$ cat config.mk
export PLATFORM = sky130hd
export DESIGN_NAME = disk_request_scheduler_core
export DESIGN_NICKNAME = d
export VERILOG_FILES = /design/src/rtl/drs_pkg.sv /design/src/rtl/disk_request_scheduler_core.sv /design/src/rtl/drs_front.sv /design/src/rtl/drs_fifo.sv /design/src/rtl/drs_back.sv
export SDC_FILE = /design/constraint.sdc
export NUM_CORES = 1
export LEC_CHECK = 0
export BUFFER_PORTS_ARGS = -buffer_cell sky130_fd_sc_hd__buf_4
export CORE_UTILIZATION = 30
export DETAILED_ROUTE_END_ITERATION = 10
export SYNTH_ARGS = -nofsm -noshare
export SYNTH_HDL_FRONTEND = slang
export SYNTH_HIERARCHICAL = 1
export SYNTH_SLANG_ARGS = --single-unit
$ cat constraint.sdc
create_clock -name i_clk -period 24 [get_ports i_clk]
set_input_delay 1.2 -clock i_clk [delete_from_list [all_inputs] [get_ports i_clk]]
set_output_delay 1.2 -clock i_clk [all_outputs]
set_load 0.02 [all_outputs]
$ cat src/rtl/drs_pkg.sv
// ----------------------------------------------------------------------------
// drs_pkg
// shared codes, widths and the segment program of the disk request scheduler
// ----------------------------------------------------------------------------
package drs_pkg;

    localparam int SUM_W     = 22;
    localparam int CFG_IDX_W = 3;
    localparam int POLICY_W  = 3;

    localparam logic [SUM_W-1:0] SUM_MAX = {SUM_W{1'b1}};

    // policy codes
    localparam logic [POLICY_W-1:0] POL_FCFS  = 3'd0;
    localparam logic [POLICY_W-1:0] POL_SSTF  = 3'd1;
    localparam logic [POLICY_W-1:0] POL_SCAN  = 3'd2;
    localparam logic [POLICY_W-1:0] POL_CSCAN = 3'd3;
    localparam logic [POLICY_W-1:0] POL_LOOK  = 3'd4;
    localparam logic [POLICY_W-1:0] POL_CLOOK = 3'd5;

    // register indexes
    localparam logic [CFG_IDX_W-1:0] CFG_POLICY      = 3'd0;
    localparam logic [CFG_IDX_W-1:0] CFG_HEAD_START  = 3'd1;
    localparam logic [CFG_IDX_W-1:0] CFG_TRACK_LOW   = 3'd2;
    localparam logic [CFG_IDX_W-1:0] CFG_TRACK_HIGH  = 3'd3;
    localparam logic [CFG_IDX_W-1:0] CFG_SPLIT       = 3'd4;

    // register reset values
    localparam int RST_HEAD_START = 53;
    localparam int RST_TRACK_LOW  = 0;
    localparam int RST_TRACK_HIGH = 199;
    localparam int RST_SPLIT      = 99;

    // one step of a service order
    //   eq: requests on the start track, first: arrival order, sstf: nearest,
    //   bd/ba: below start descending/ascending, aa/ad: above start asc/desc,
    //   low/high: sweep end tracks
    typedef enum logic [3:0] {
        SG_EQ, SG_FIRST, SG_SSTF, SG_BD, SG_BA, SG_AA, SG_AD, SG_LOW, SG_HIGH, SG_DONE
    } t_seg;

    localparam int SEG_IDX_W = 3;

    function automatic t_seg seg_of(input logic [POLICY_W-1:0] pol, input logic down,
                                    input logic go, input logic [SEG_IDX_W-1:0] idx);
        t_seg s;
        s = SG_DONE;
        if (pol == POL_SSTF) begin
            s = SG_SSTF;
        end else if (pol == POL_SCAN || pol == POL_CSCAN || pol == POL_LOOK ||
                     pol == POL_CLOOK) begin
            unique case (idx)
                3'd0: s = SG_EQ;
                3'd1: s = down ? SG_BD : SG_AA;
                3'd2: begin
                    if (pol == POL_SCAN)       s = down ? SG_LOW : SG_HIGH;
                    else if (pol == POL_CSCAN) s = go ? (down ? SG_LOW : SG_HIGH) : SG_DONE;
                    else if (pol == POL_LOOK)  s = down ? SG_AA : SG_BD;
                    else                       s = down ? SG_AD : SG_BA;
                end
                3'd3: begin
                    if (pol == POL_SCAN)       s = down ? SG_AA : SG_BD;
                    else if (pol == POL_CSCAN) s = down ? SG_HIGH : SG_LOW;
                    else                       s = SG_DONE;
                end
                3'd4: s = (pol == POL_CSCAN) ? (down ? SG_AD : SG_BA) : SG_DONE;
                default: s = SG_DONE;
            endcase
        end else begin
            s = SG_FIRST;
        end
        return s;
    endfunction

endpackage

$ cat src/rtl/disk_request_scheduler_core.sv
// ----------------------------------------------------------------------------
// disk_request_scheduler_core
// loads a set of track requests and delivers the service order with seek sums
// ----------------------------------------------------------------------------
// Requests are taken one word a cycle, clamped into the track range and queued
// to the engine; a word with last_request set closes the set and starts the
// schedule. The engine runs a counting pass over the stored set, then finds each
// visited request by a pass over the stored set through the single read port
// of the request store, which holds up to MAX_REQUESTS requests; an end track
// needs no pass, and each change of sweep leg adds one more pass. Intake holds
// off while a schedule runs once its two-word queue is full. Results leave
// through an output register, so the engine keeps working while a word waits.
// Configuration writes are always accepted; policy codes 6 and 7 act as FCFS.
module disk_request_scheduler_core #(
    parameter int MAX_REQUESTS = 32,
    parameter int TRACK_BITS   = 16
) (
    input  logic                          i_clk,
    input  logic                          i_rst_n,
    // request channel
    input  logic                          i_in_valid,
    output logic                          o_in_ready,
    input  logic [TRACK_BITS-1:0]         i_track_position,
    input  logic                          i_last_request,
    // result channel
    output logic                          o_out_valid,
    input  logic                          i_out_ready,
    output logic [TRACK_BITS-1:0]         o_served_track,
    output logic [drs_pkg::SUM_W-1:0]     o_seek_total,
    output logic                          o_last_served,
    // configuration write channel
    input  logic                          i_cfg_valid,
    output logic                          o_cfg_ready,
    input  logic [drs_pkg::CFG_IDX_W-1:0] i_cfg_index,
    input  logic [TRACK_BITS-1:0]         i_cfg_data
);
    import drs_pkg::*;

    localparam int TB = TRACK_BITS;

    logic [POLICY_W-1:0] r_policy;
    logic [TB-1:0]       r_head_start, r_track_low, r_track_high, r_split;

    logic          q_push, q_full, q_pop, q_valid;
    logic [TB:0]   q_wdata, q_rdata;

    // configuration registers, writes beyond the list are dropped
    assign o_cfg_ready = 1'b1;

    always_ff @(posedge i_clk) begin
        if (!i_rst_n) begin
            r_policy     <= POL_FCFS;
            r_head_start <= TB'(RST_HEAD_START);
            r_track_low  <= TB'(RST_TRACK_LOW);
            r_track_high <= TB'(RST_TRACK_HIGH);
            r_split      <= TB'(RST_SPLIT);
        end else if (i_cfg_valid) begin
            priority case (i_cfg_index)
                CFG_POLICY:     r_policy     <= i_cfg_data[POLICY_W-1:0];
                CFG_HEAD_START: r_head_start <= i_cfg_data;
                CFG_TRACK_LOW:  r_track_low  <= i_cfg_data;
                CFG_TRACK_HIGH: r_track_high <= i_cfg_data;
                CFG_SPLIT:      r_split      <= i_cfg_data;
                default: ;
            endcase
        end
    end

    // intake: clamp and queue
    drs_front #(.TRACK_BITS(TB)) u_front (
        .i_valid      (i_in_valid),
        .o_ready      (o_in_ready),
        .i_track      (i_track_position),
        .i_last       (i_last_request),
        .i_track_low  (r_track_low),
        .i_track_high (r_track_high),
        .i_q_full     (q_full),
        .o_q_push     (q_push),
        .o_q_data     (q_wdata)
    );

    // decoupling queue, track plus last flag
    drs_fifo #(.WIDTH(TB + 1), .DEPTH(2)) u_fifo (
        .i_clk   (i_clk),
        .i_rst_n (i_rst_n),
        .i_push  (q_push),
        .i_data  (q_wdata),
        .o_full  (q_full),
        .i_pop   (q_pop),
        .o_valid (q_valid),
        .o_data  (q_rdata)
    );

    // scheduling engine with the request store and the output register
    drs_back #(.MAX_REQUESTS(MAX_REQUESTS), .TRACK_BITS(TB)) u_back (
        .i_clk        (i_clk),
        .i_rst_n      (i_rst_n),
        .i_q_valid    (q_valid),
        .i_q_data     (q_rdata),
        .o_q_pop      (q_pop),
        .i_policy     (r_policy),
        .i_head_start (r_head_start),
        .i_track_low  (r_track_low),
        .i_track_high (r_track_high),
        .i_split      (r_split),
        .o_valid      (o_out_valid),
        .i_ready      (i_out_ready),
        .o_track      (o_served_track),
        .o_sum        (o_seek_total),
        .o_last       (o_last_served)
    );

endmodule

$ cat src/rtl/drs_front.sv
// ----------------------------------------------------------------------------
// drs_front
// request intake: clamps the track into the configured range and queues it
// ----------------------------------------------------------------------------
module drs_front #(
    parameter int TRACK_BITS = 16
) (
    input  logic                  i_valid,
    output logic                  o_ready,
    input  logic [TRACK_BITS-1:0] i_track,
    input  logic                  i_last,
    input  logic [TRACK_BITS-1:0] i_track_low,
    input  logic [TRACK_BITS-1:0] i_track_high,
    input  logic                  i_q_full,
    output logic                  o_q_push,
    output logic [TRACK_BITS:0]   o_q_data
);
    logic [TRACK_BITS-1:0] lo, hi, trk;

    always_comb begin
        // inverted range swaps the bounds for clamping
        lo  = (i_track_low > i_track_high) ? i_track_high : i_track_low;
        hi  = (i_track_low > i_track_high) ? i_track_low : i_track_high;
        trk = i_track;
        if (trk < lo) trk = lo;
        if (trk > hi) trk = hi;
    end

    assign o_ready  = !i_q_full;
    assign o_q_push = i_valid && !i_q_full;
    assign o_q_data = {i_last, trk};

endmodule

$ cat src/rtl/drs_fifo.sv
// ----------------------------------------------------------------------------
// drs_fifo
// short queue between request intake and the scheduling engine
// ----------------------------------------------------------------------------
module drs_fifo #(
    parameter int WIDTH = 17,
    parameter int DEPTH = 2
) (
    input  logic             i_clk,
    input  logic             i_rst_n,
    input  logic             i_push,
    input  logic [WIDTH-1:0] i_data,
    output logic             o_full,
    input  logic             i_pop,
    output logic             o_valid,
    output logic [WIDTH-1:0] o_data
);
    localparam int PW = (DEPTH > 1) ? $clog2(DEPTH) : 1;
    localparam int CW = $clog2(DEPTH + 1);

    logic [WIDTH-1:0] r_mem [DEPTH];
    logic [PW-1:0]    r_wp, r_rp;
    logic [CW-1:0]    r_cnt;
    logic             do_push, do_pop;

    assign o_full  = (r_cnt == CW'(DEPTH));
    assign o_valid = (r_cnt != '0);
    assign o_data  = r_mem[r_rp];
    assign do_push = i_push && !o_full;
    assign do_pop  = i_pop && o_valid;

    always_ff @(posedge i_clk) begin
        if (do_push) r_mem[r_wp] <= i_data;
    end

    always_ff @(posedge i_clk) begin
        if (!i_rst_n) begin
            r_wp  <= '0;
            r_rp  <= '0;
            r_cnt <= '0;
        end else begin
            if (do_push) r_wp <= (r_wp == PW'(DEPTH - 1)) ? '0 : r_wp + 1'b1;
            if (do_pop)  r_rp <= (r_rp == PW'(DEPTH - 1)) ? '0 : r_rp + 1'b1;
            if (do_push && !do_pop)      r_cnt <= r_cnt + 1'b1;
            else if (do_pop && !do_push) r_cnt <= r_cnt - 1'b1;
        end
    end

endmodule

$ cat src/rtl/drs_back.sv
// ----------------------------------------------------------------------------
// drs_back
// scheduling engine: stores the set, then picks each visit by a scan
// ----------------------------------------------------------------------------
module drs_back #(
    parameter int MAX_REQUESTS = 32,
    parameter int TRACK_BITS   = 16
) (
    input  logic                        i_clk,
    input  logic                        i_rst_n,
    input  logic                        i_q_valid,
    input  logic [TRACK_BITS:0]         i_q_data,
    output logic                        o_q_pop,
    input  logic [drs_pkg::POLICY_W-1:0] i_policy,
    input  logic [TRACK_BITS-1:0]       i_head_start,
    input  logic [TRACK_BITS-1:0]       i_track_low,
    input  logic [TRACK_BITS-1:0]       i_track_high,
    input  logic [TRACK_BITS-1:0]       i_split,
    output logic                        o_valid,
    input  logic                        i_ready,
    output logic [TRACK_BITS-1:0]       o_track,
    output logic [drs_pkg::SUM_W-1:0]   o_sum,
    output logic                        o_last
);
    import drs_pkg::*;

    localparam int TB = TRACK_BITS;
    localparam int IW = (MAX_REQUESTS > 1) ? $clog2(MAX_REQUESTS) : 1;
    localparam int CW = $clog2(MAX_REQUESTS + 1);
    localparam int TW = $clog2(MAX_REQUESTS + 3);
    localparam int AW = ((TB > SUM_W) ? TB : SUM_W) + 1;

    typedef enum logic [1:0] {ST_LOAD, ST_SCAN, ST_NEXT, ST_EMIT} t_state;

    t_state              r_state;
    logic [TB-1:0]       r_mem [MAX_REQUESTS];
    logic [TB-1:0]       r_rd;
    logic [CW-1:0]       r_cnt, r_issue;
    logic [MAX_REQUESTS-1:0] r_marks;
    logic [SEG_IDX_W-1:0] r_seg;
    logic                r_counting, r_chk, r_found, r_below, r_above, r_go;
    logic [IW-1:0]       r_chk_idx, r_best_idx, r_visit_idx;
    logic [TB-1:0]       r_best_val, r_best_dist, r_visit_val, r_head;
    logic                r_visit_req;
    logic [TW-1:0]       r_total, r_emitted;
    logic [SUM_W-1:0]    r_sum;
    logic                r_out_valid, r_out_last;
    logic [TB-1:0]       r_out_track;
    logic [SUM_W-1:0]    r_out_sum;

    logic                down, take, pred, better, scan_done, out_free, mem_wr;
    t_seg                seg;
    logic [TB-1:0]       v, dist_v, vdist;
    logic [AW-1:0]       sum_ext;
    logic [SUM_W-1:0]    n_sum;
    logic [1:0]          ends;

    assign down      = (i_head_start <= i_split);
    assign seg       = seg_of(i_policy, down, r_go, r_seg);
    assign v         = r_rd;
    assign dist_v    = (v > r_head) ? v - r_head : r_head - v;
    assign scan_done = (r_issue == r_cnt) && !r_chk;
    assign out_free  = !r_out_valid || i_ready;
    assign o_q_pop   = (r_state == ST_LOAD) && i_q_valid;
    assign mem_wr    = o_q_pop && (r_cnt < CW'(MAX_REQUESTS));

    // store: one write port at load, one registered read port for the scan
    always_ff @(posedge i_clk) begin
        if (mem_wr) r_mem[r_cnt[IW-1:0]] <= i_q_data[TB-1:0];
        r_rd <= r_mem[r_issue[IW-1:0]];
    end

    // candidate test for the entry coming out of the store
    always_comb begin
        pred   = 1'b0;
        better = 1'b0;
        unique case (seg)
            SG_EQ:    begin pred = (v == i_head_start); better = !r_found; end
            SG_FIRST: begin pred = 1'b1; better = !r_found; end
            SG_SSTF:  begin pred = 1'b1; better = !r_found || (dist_v < r_best_dist); end
            SG_BD:    begin pred = (v < i_head_start); better = !r_found || (v > r_best_val); end
            SG_BA:    begin pred = (v < i_head_start); better = !r_found || (v < r_best_val); end
            SG_AA:    begin pred = (v > i_head_start); better = !r_found || (v < r_best_val); end
            SG_AD:    begin pred = (v > i_head_start); better = !r_found || (v > r_best_val); end
            default:  begin pred = 1'b0; better = 1'b0; end
        endcase
        take = r_chk && !r_counting && !r_marks[r_chk_idx] && pred && better;
    end

    // head movement of the pending visit, saturating sum
    always_comb begin
        vdist   = (r_visit_val > r_head) ? r_visit_val - r_head : r_head - r_visit_val;
        sum_ext = AW'(r_sum) + AW'(vdist);
        n_sum   = (sum_ext > AW'(SUM_MAX)) ? SUM_MAX : sum_ext[SUM_W-1:0];
    end

    // end tracks added to the request count
    always_comb begin
        if (i_policy == POL_SCAN)
            ends = 2'd1;
        else if (i_policy == POL_CSCAN)
            ends = (down ? r_above : r_below) ? 2'd2 : 2'd0;
        else
            ends = 2'd0;
    end

    always_ff @(posedge i_clk) begin
        if (!i_rst_n) begin
            r_state     <= ST_LOAD;
            r_cnt       <= '0;
            r_marks     <= '0;
            r_out_valid <= 1'b0;
            r_issue     <= '0;
            r_chk       <= 1'b0;
            r_counting  <= 1'b0;
            r_seg       <= '0;
            r_head      <= '0;
            r_sum       <= '0;
        end else begin
            if (r_out_valid && i_ready) r_out_valid <= 1'b0;

            // scan pipeline: issue address, check the entry in the next cycle
            if (r_state == ST_SCAN) begin
                r_chk     <= (r_issue < r_cnt);
                r_chk_idx <= r_issue[IW-1:0];
                if (r_issue < r_cnt) r_issue <= r_issue + 1'b1;
                if (r_chk && r_counting) begin
                    if (v < i_head_start) r_below <= 1'b1;
                    if (v > i_head_start) r_above <= 1'b1;
                end
                if (take) begin
                    r_found     <= 1'b1;
                    r_best_val  <= v;
                    r_best_idx  <= r_chk_idx;
                    r_best_dist <= dist_v;
                end
            end

            unique case (r_state)
                ST_LOAD: begin
                    if (i_q_valid) begin
                        if (r_cnt < CW'(MAX_REQUESTS)) r_cnt <= r_cnt + 1'b1;
                        if (i_q_data[TB]) begin
                            // counting pass first, then the service order
                            r_state    <= ST_SCAN;
                            r_counting <= 1'b1;
                            r_issue    <= '0;
                            r_chk      <= 1'b0;
                            r_below    <= 1'b0;
                            r_above    <= 1'b0;
                            r_seg      <= '0;
                            r_emitted  <= '0;
                            r_head     <= i_head_start;
                            r_sum      <= '0;
                        end
                    end
                end
                ST_SCAN: begin
                    if (scan_done) begin
                        if (r_counting) begin
                            r_counting <= 1'b0;
                            r_go       <= down ? r_above : r_below;
                            r_total    <= TW'(r_cnt) + TW'(ends);
                            r_state    <= ST_NEXT;
                        end else if (r_found) begin
                            r_visit_val <= r_best_val;
                            r_visit_idx <= r_best_idx;
                            r_visit_req <= 1'b1;
                            r_state     <= ST_EMIT;
                        end else begin
                            r_seg   <= r_seg + 1'b1;
                            r_state <= ST_NEXT;
                        end
                    end
                end
                ST_NEXT: begin
                    priority case (seg)
                        SG_LOW: begin
                            r_visit_val <= i_track_low;
                            r_visit_req <= 1'b0;
                            r_state     <= ST_EMIT;
                        end
                        SG_HIGH: begin
                            r_visit_val <= i_track_high;
                            r_visit_req <= 1'b0;
                            r_state     <= ST_EMIT;
                        end
                        SG_DONE: begin
                            r_cnt   <= '0;
                            r_marks <= '0;
                            r_state <= ST_LOAD;
                        end
                        default: begin
                            r_issue <= '0;
                            r_chk   <= 1'b0;
                            r_found <= 1'b0;
                            r_state <= ST_SCAN;
                        end
                    endcase
                end
                ST_EMIT: begin
                    if (out_free) begin
                        r_out_valid <= 1'b1;
                        r_out_track <= r_visit_val;
                        r_out_sum   <= n_sum;
                        r_out_last  <= (r_emitted == r_total - 1'b1);
                        r_head      <= r_visit_val;
                        r_sum       <= n_sum;
                        r_emitted   <= r_emitted + 1'b1;
                        if (r_emitted == r_total - 1'b1) begin
                            r_cnt   <= '0;
                            r_marks <= '0;
                            r_state <= ST_LOAD;
                        end else begin
                            if (r_visit_req) r_marks[r_visit_idx] <= 1'b1;
                            else             r_seg <= r_seg + 1'b1;
                            r_state <= ST_NEXT;
                        end
                    end
                end
                default: r_state <= ST_LOAD;
            endcase
        end
    end

    assign o_valid = r_out_valid;
    assign o_track = r_out_track;
    assign o_sum   = r_out_sum;
    assign o_last  = r_out_last;

endmodule

==> impl_metrics.yaml <==
outcome:
  outcome: "completed"
setup_path:
  slowest_delay_ns: 0.88
  path_class: "reg -> reg"
  endpoint_kind: "flip-flop"
  critPathLaunchType: "flip-flop"
  cp_slowest_cell: "nor2_2"
  cp_max_fo: 31
  r2r_slack_ns: 15.84
  critPathRequiredTime_ns: 24.37
  crit_arrival_ns: 8.53
  rr_worst_depth: 28
detailed_routing:
  drc_errors: 0
  viasPerCell: 5.08
  wl_per_cell_um: 21.2
  postRouteAntennaNets: 0
  drtIter0Drc: 1998
  firstDrtPassIters: 6
  wl_mm: 104
  vias: 25000
timing:
  final_hold_viol_count: 0
  fin_skew_ns: 0.0381
  max-slew-margin-rel_pct: 24.0
  setup_violations: 0
  period_share_pct: 34.0
  period_needed_ns: 8.16
  tns_ns: 0
  tightestPinTransition_ns: 1.14
  maxClockFrequency_mhz: 123
  rsz0062_at_grt: "false"
  slew_viol_final: 0
cells_and_area:
  insertedDiodeCount: 0
  layout_common_cells: "665 x edfxtp_1, 216 x nand2_1, 209 x ha_1, 195 x inv_1, 174 x dfxtp_1"
  layout_commonest_cell: "edfxtp_1"
  drive_gt1_share_pct: 18.4
  final_nets: 3332
  fill_cells: 13000
  final_cell_area_um2: 46500
  syn2layout_area_growth_pct: 14.0
die:
  rows: 134
  io_pins: 83
  die_w_um: 371
  start_util_pct: 30.4
  die_h_um: 371
  die_area_um2: 137000
  core_area_um2: 134000
cts:
  cts_max_level: 3
  cts_tree: "built"
  cts.path.max_buffers: 3
  post_cts_buffers: 0
  cts_sinks: 843
  numCtsBuffers: 91
  cts_hold_buffers: 0
  clock_latency_ns: 0.67
  cts-resized-gates: 0
  clockRootBuffer: "clkbuf_16"
  clkTransAtPathRegs_ns: 0.06
power:
  irDropWorstVdd_mv: 0.0583
  powerDensity_nw_per_um2: 106
  p_leak_nw: 16.3
logic_synthesis:
  ys_seq_elements: 843
  seq_area_frac_synth_pct: 57.7
  synthesis.nets: 3240
  synth_area_um2: 40800
  synth_edf_count: 665
  ys_types: 102
  netlist_instances: 2984
  async_flop_share_pct: 0
  avgSynthCellArea_um2: 13.7
  synth_ff_type: "edfxtp_1"
  ys_warn_count: 6
placement:
  post_dp_cell_area_um2: 43500
  port_buffers: 81
  routabilityCongestion: 0.883
  place_hpwl_mm: 69.9
grt:
  antenna_found_initial: 5
  grt_max_degree: 73
  overflow: 0
  grt_pass1_vias: 24600
  grt_pass1_wl_mm: 155
  track_usage_pct: 14.9
hold_path:
  holdPathStages: 0
  min_path_type: "reg -> reg"
run:
  drv_cap: 0
## worst paths after layout
path                        start                     to
max               r_track_high[7]     u_fifo/r_mem[1][3]
min          u_back/r_best_idx[4]  u_back/r_visit_idx[4]
max reg2reg       r_track_high[7]     u_fifo/r_mem[1][3]
min reg2reg  u_back/r_best_idx[4]  u_back/r_visit_idx[4]
## metal layers
| layer | up-vias | global-route usage, % | wire, µm |
|---|---|---|---|
| met5 | - | 0 | 30 |
| met4 | 6 | 3.75 | 2260 |
| met3 | 153 | 2.37 | 5640 |
| met2 | 655 | 25.0 | 50600 |
| met1 | 12600 | 20.0 | 45600 |
| li1 | 11500 | - | - |
## state kept, by name (all words and copies together), names as in the netlist, 16 cells and up, named ones only
signal,count
r_track_low,16
u_back/o_sum,22
u_back/r_mem,512
u_back/r_best_val,16
u_back/o_track,16
r_head_start,16
u_fifo/r_mem,34
u_back/r_sum,22
u_back/r_visit_val,16
r_track_high,16
u_back/r_marks,32
u_back/r_rd,16
u_back/r_best_dist,16
u_back/r_head,16
r_split,16
## final cells by class
class | count | area, µm² | area share [%]
clock buffer | 114 | 2430 | 5.24
sequential | 843 | 23500 | 50.7
multi-input combinational | 1807 | 16000 | 34.4
inverter | 198 | 743 | 1.60
clock inverter | 54 | 554 | 1.19
tap | 1768 | 2210 | 4.76
timing repair buffer | 135 | 1010 | 2.18
## where the power goes
group          total [W]  internal (W)  switching (W)
registers        0.00195       0.00184       0.000108
logic            0.00159      0.000626       0.000964
clock network    0.00139      0.000792       0.000595
## per-stage QoR
stage,worst slack (ns),utilization (%),total power (W),hold WS [ns],std cells
floorplan,16.10,-,0.00310,0.400,2984
global placement,16.02,32.4,0.00356,0.402,4751
detailed placement,15.95,32.4,0.00357,0.405,4751
CTS,15.93,34.6,0.00497,0.418,4919
global route,15.29,34.6,0.00521,0.427,4919
finish,15.84,34.6,0.00493,0.417,4919
## synth_stat cells (7+ instances only)
master / number / area share (%)
edfxtp_1: 665 / 49
nand2_1: 216 / 2.0
ha_1: 209 / 6.4
inv_1: 196 / 1.8
dfxtp_1: 178 / 8.7
mux4_2: 170 / 9.4
nor2_1: 166 / 1.5
mux2i_1: 134 / 3.3
a21oi_1: 129 / 1.6
clkbuf_1: 86 / 0.79
o21ai_0: 81 / 0.99
a21o_1: 66 / 1.2
nand3_1: 62 / 0.76
xnor2_1: 50 / 1.1
o21a_1: 48 / 0.88
mux2_2: 46 / 1.3
nor2b_1: 38 / 0.58
nor4_1: 38 / 0.58
nand4_1: 25 / 0.38
and3_1: 20 / 0.31
buf_1: 20 / 0.18
a311oi_1: 18 / 0.39
o21bai_1: 18 / 0.33
xor2_1: 17 / 0.37
a211oi_1: 16 / 0.29
and2_1: 15 / 0.23
nand2b_1: 14 / 0.21
nor3_1: 13 / 0.16
a221oi_1: 12 / 0.26
buf_2: 12 / 0.15
a31oi_1: 11 / 0.17
a221oi_2: 10 / 0.37
o211ai_1: 10 / 0.18
or2_2: 10 / 0.15
buf_4: 9 / 0.17
buf_6: 9 / 0.25
or3_1: 8 / 0.12
a21boi_0: 7 / 0.13
nand3b_1: 7 / 0.13
## worst max-delay path, delay by kind of cell (launching register included)
family	cells	cell delay [ns]
AOI/OAI and AO/OA	17	3.85
adders and majority gates	3	0.98
buffers and inverters	3	0.96
DFF	1	0.39
muxes	1	0.34
and+or+nand+nor	4	1.31
## logic make-up after synthesis
kind of cell | count (synthesis) | share of synthesized area [%]
mux | 350 | 14.0
xor+xnor | 67 | 1.44
simple gates | 671 | 8.14
flops | 843 | 57.7
buf+inv | 334 | 3.36
compound gates | 503 | 8.67
other cells | 1 | 0.00920
fa+ha+maj | 215 | 6.71
No activity file was read; power rests on OpenSTA's default activity.
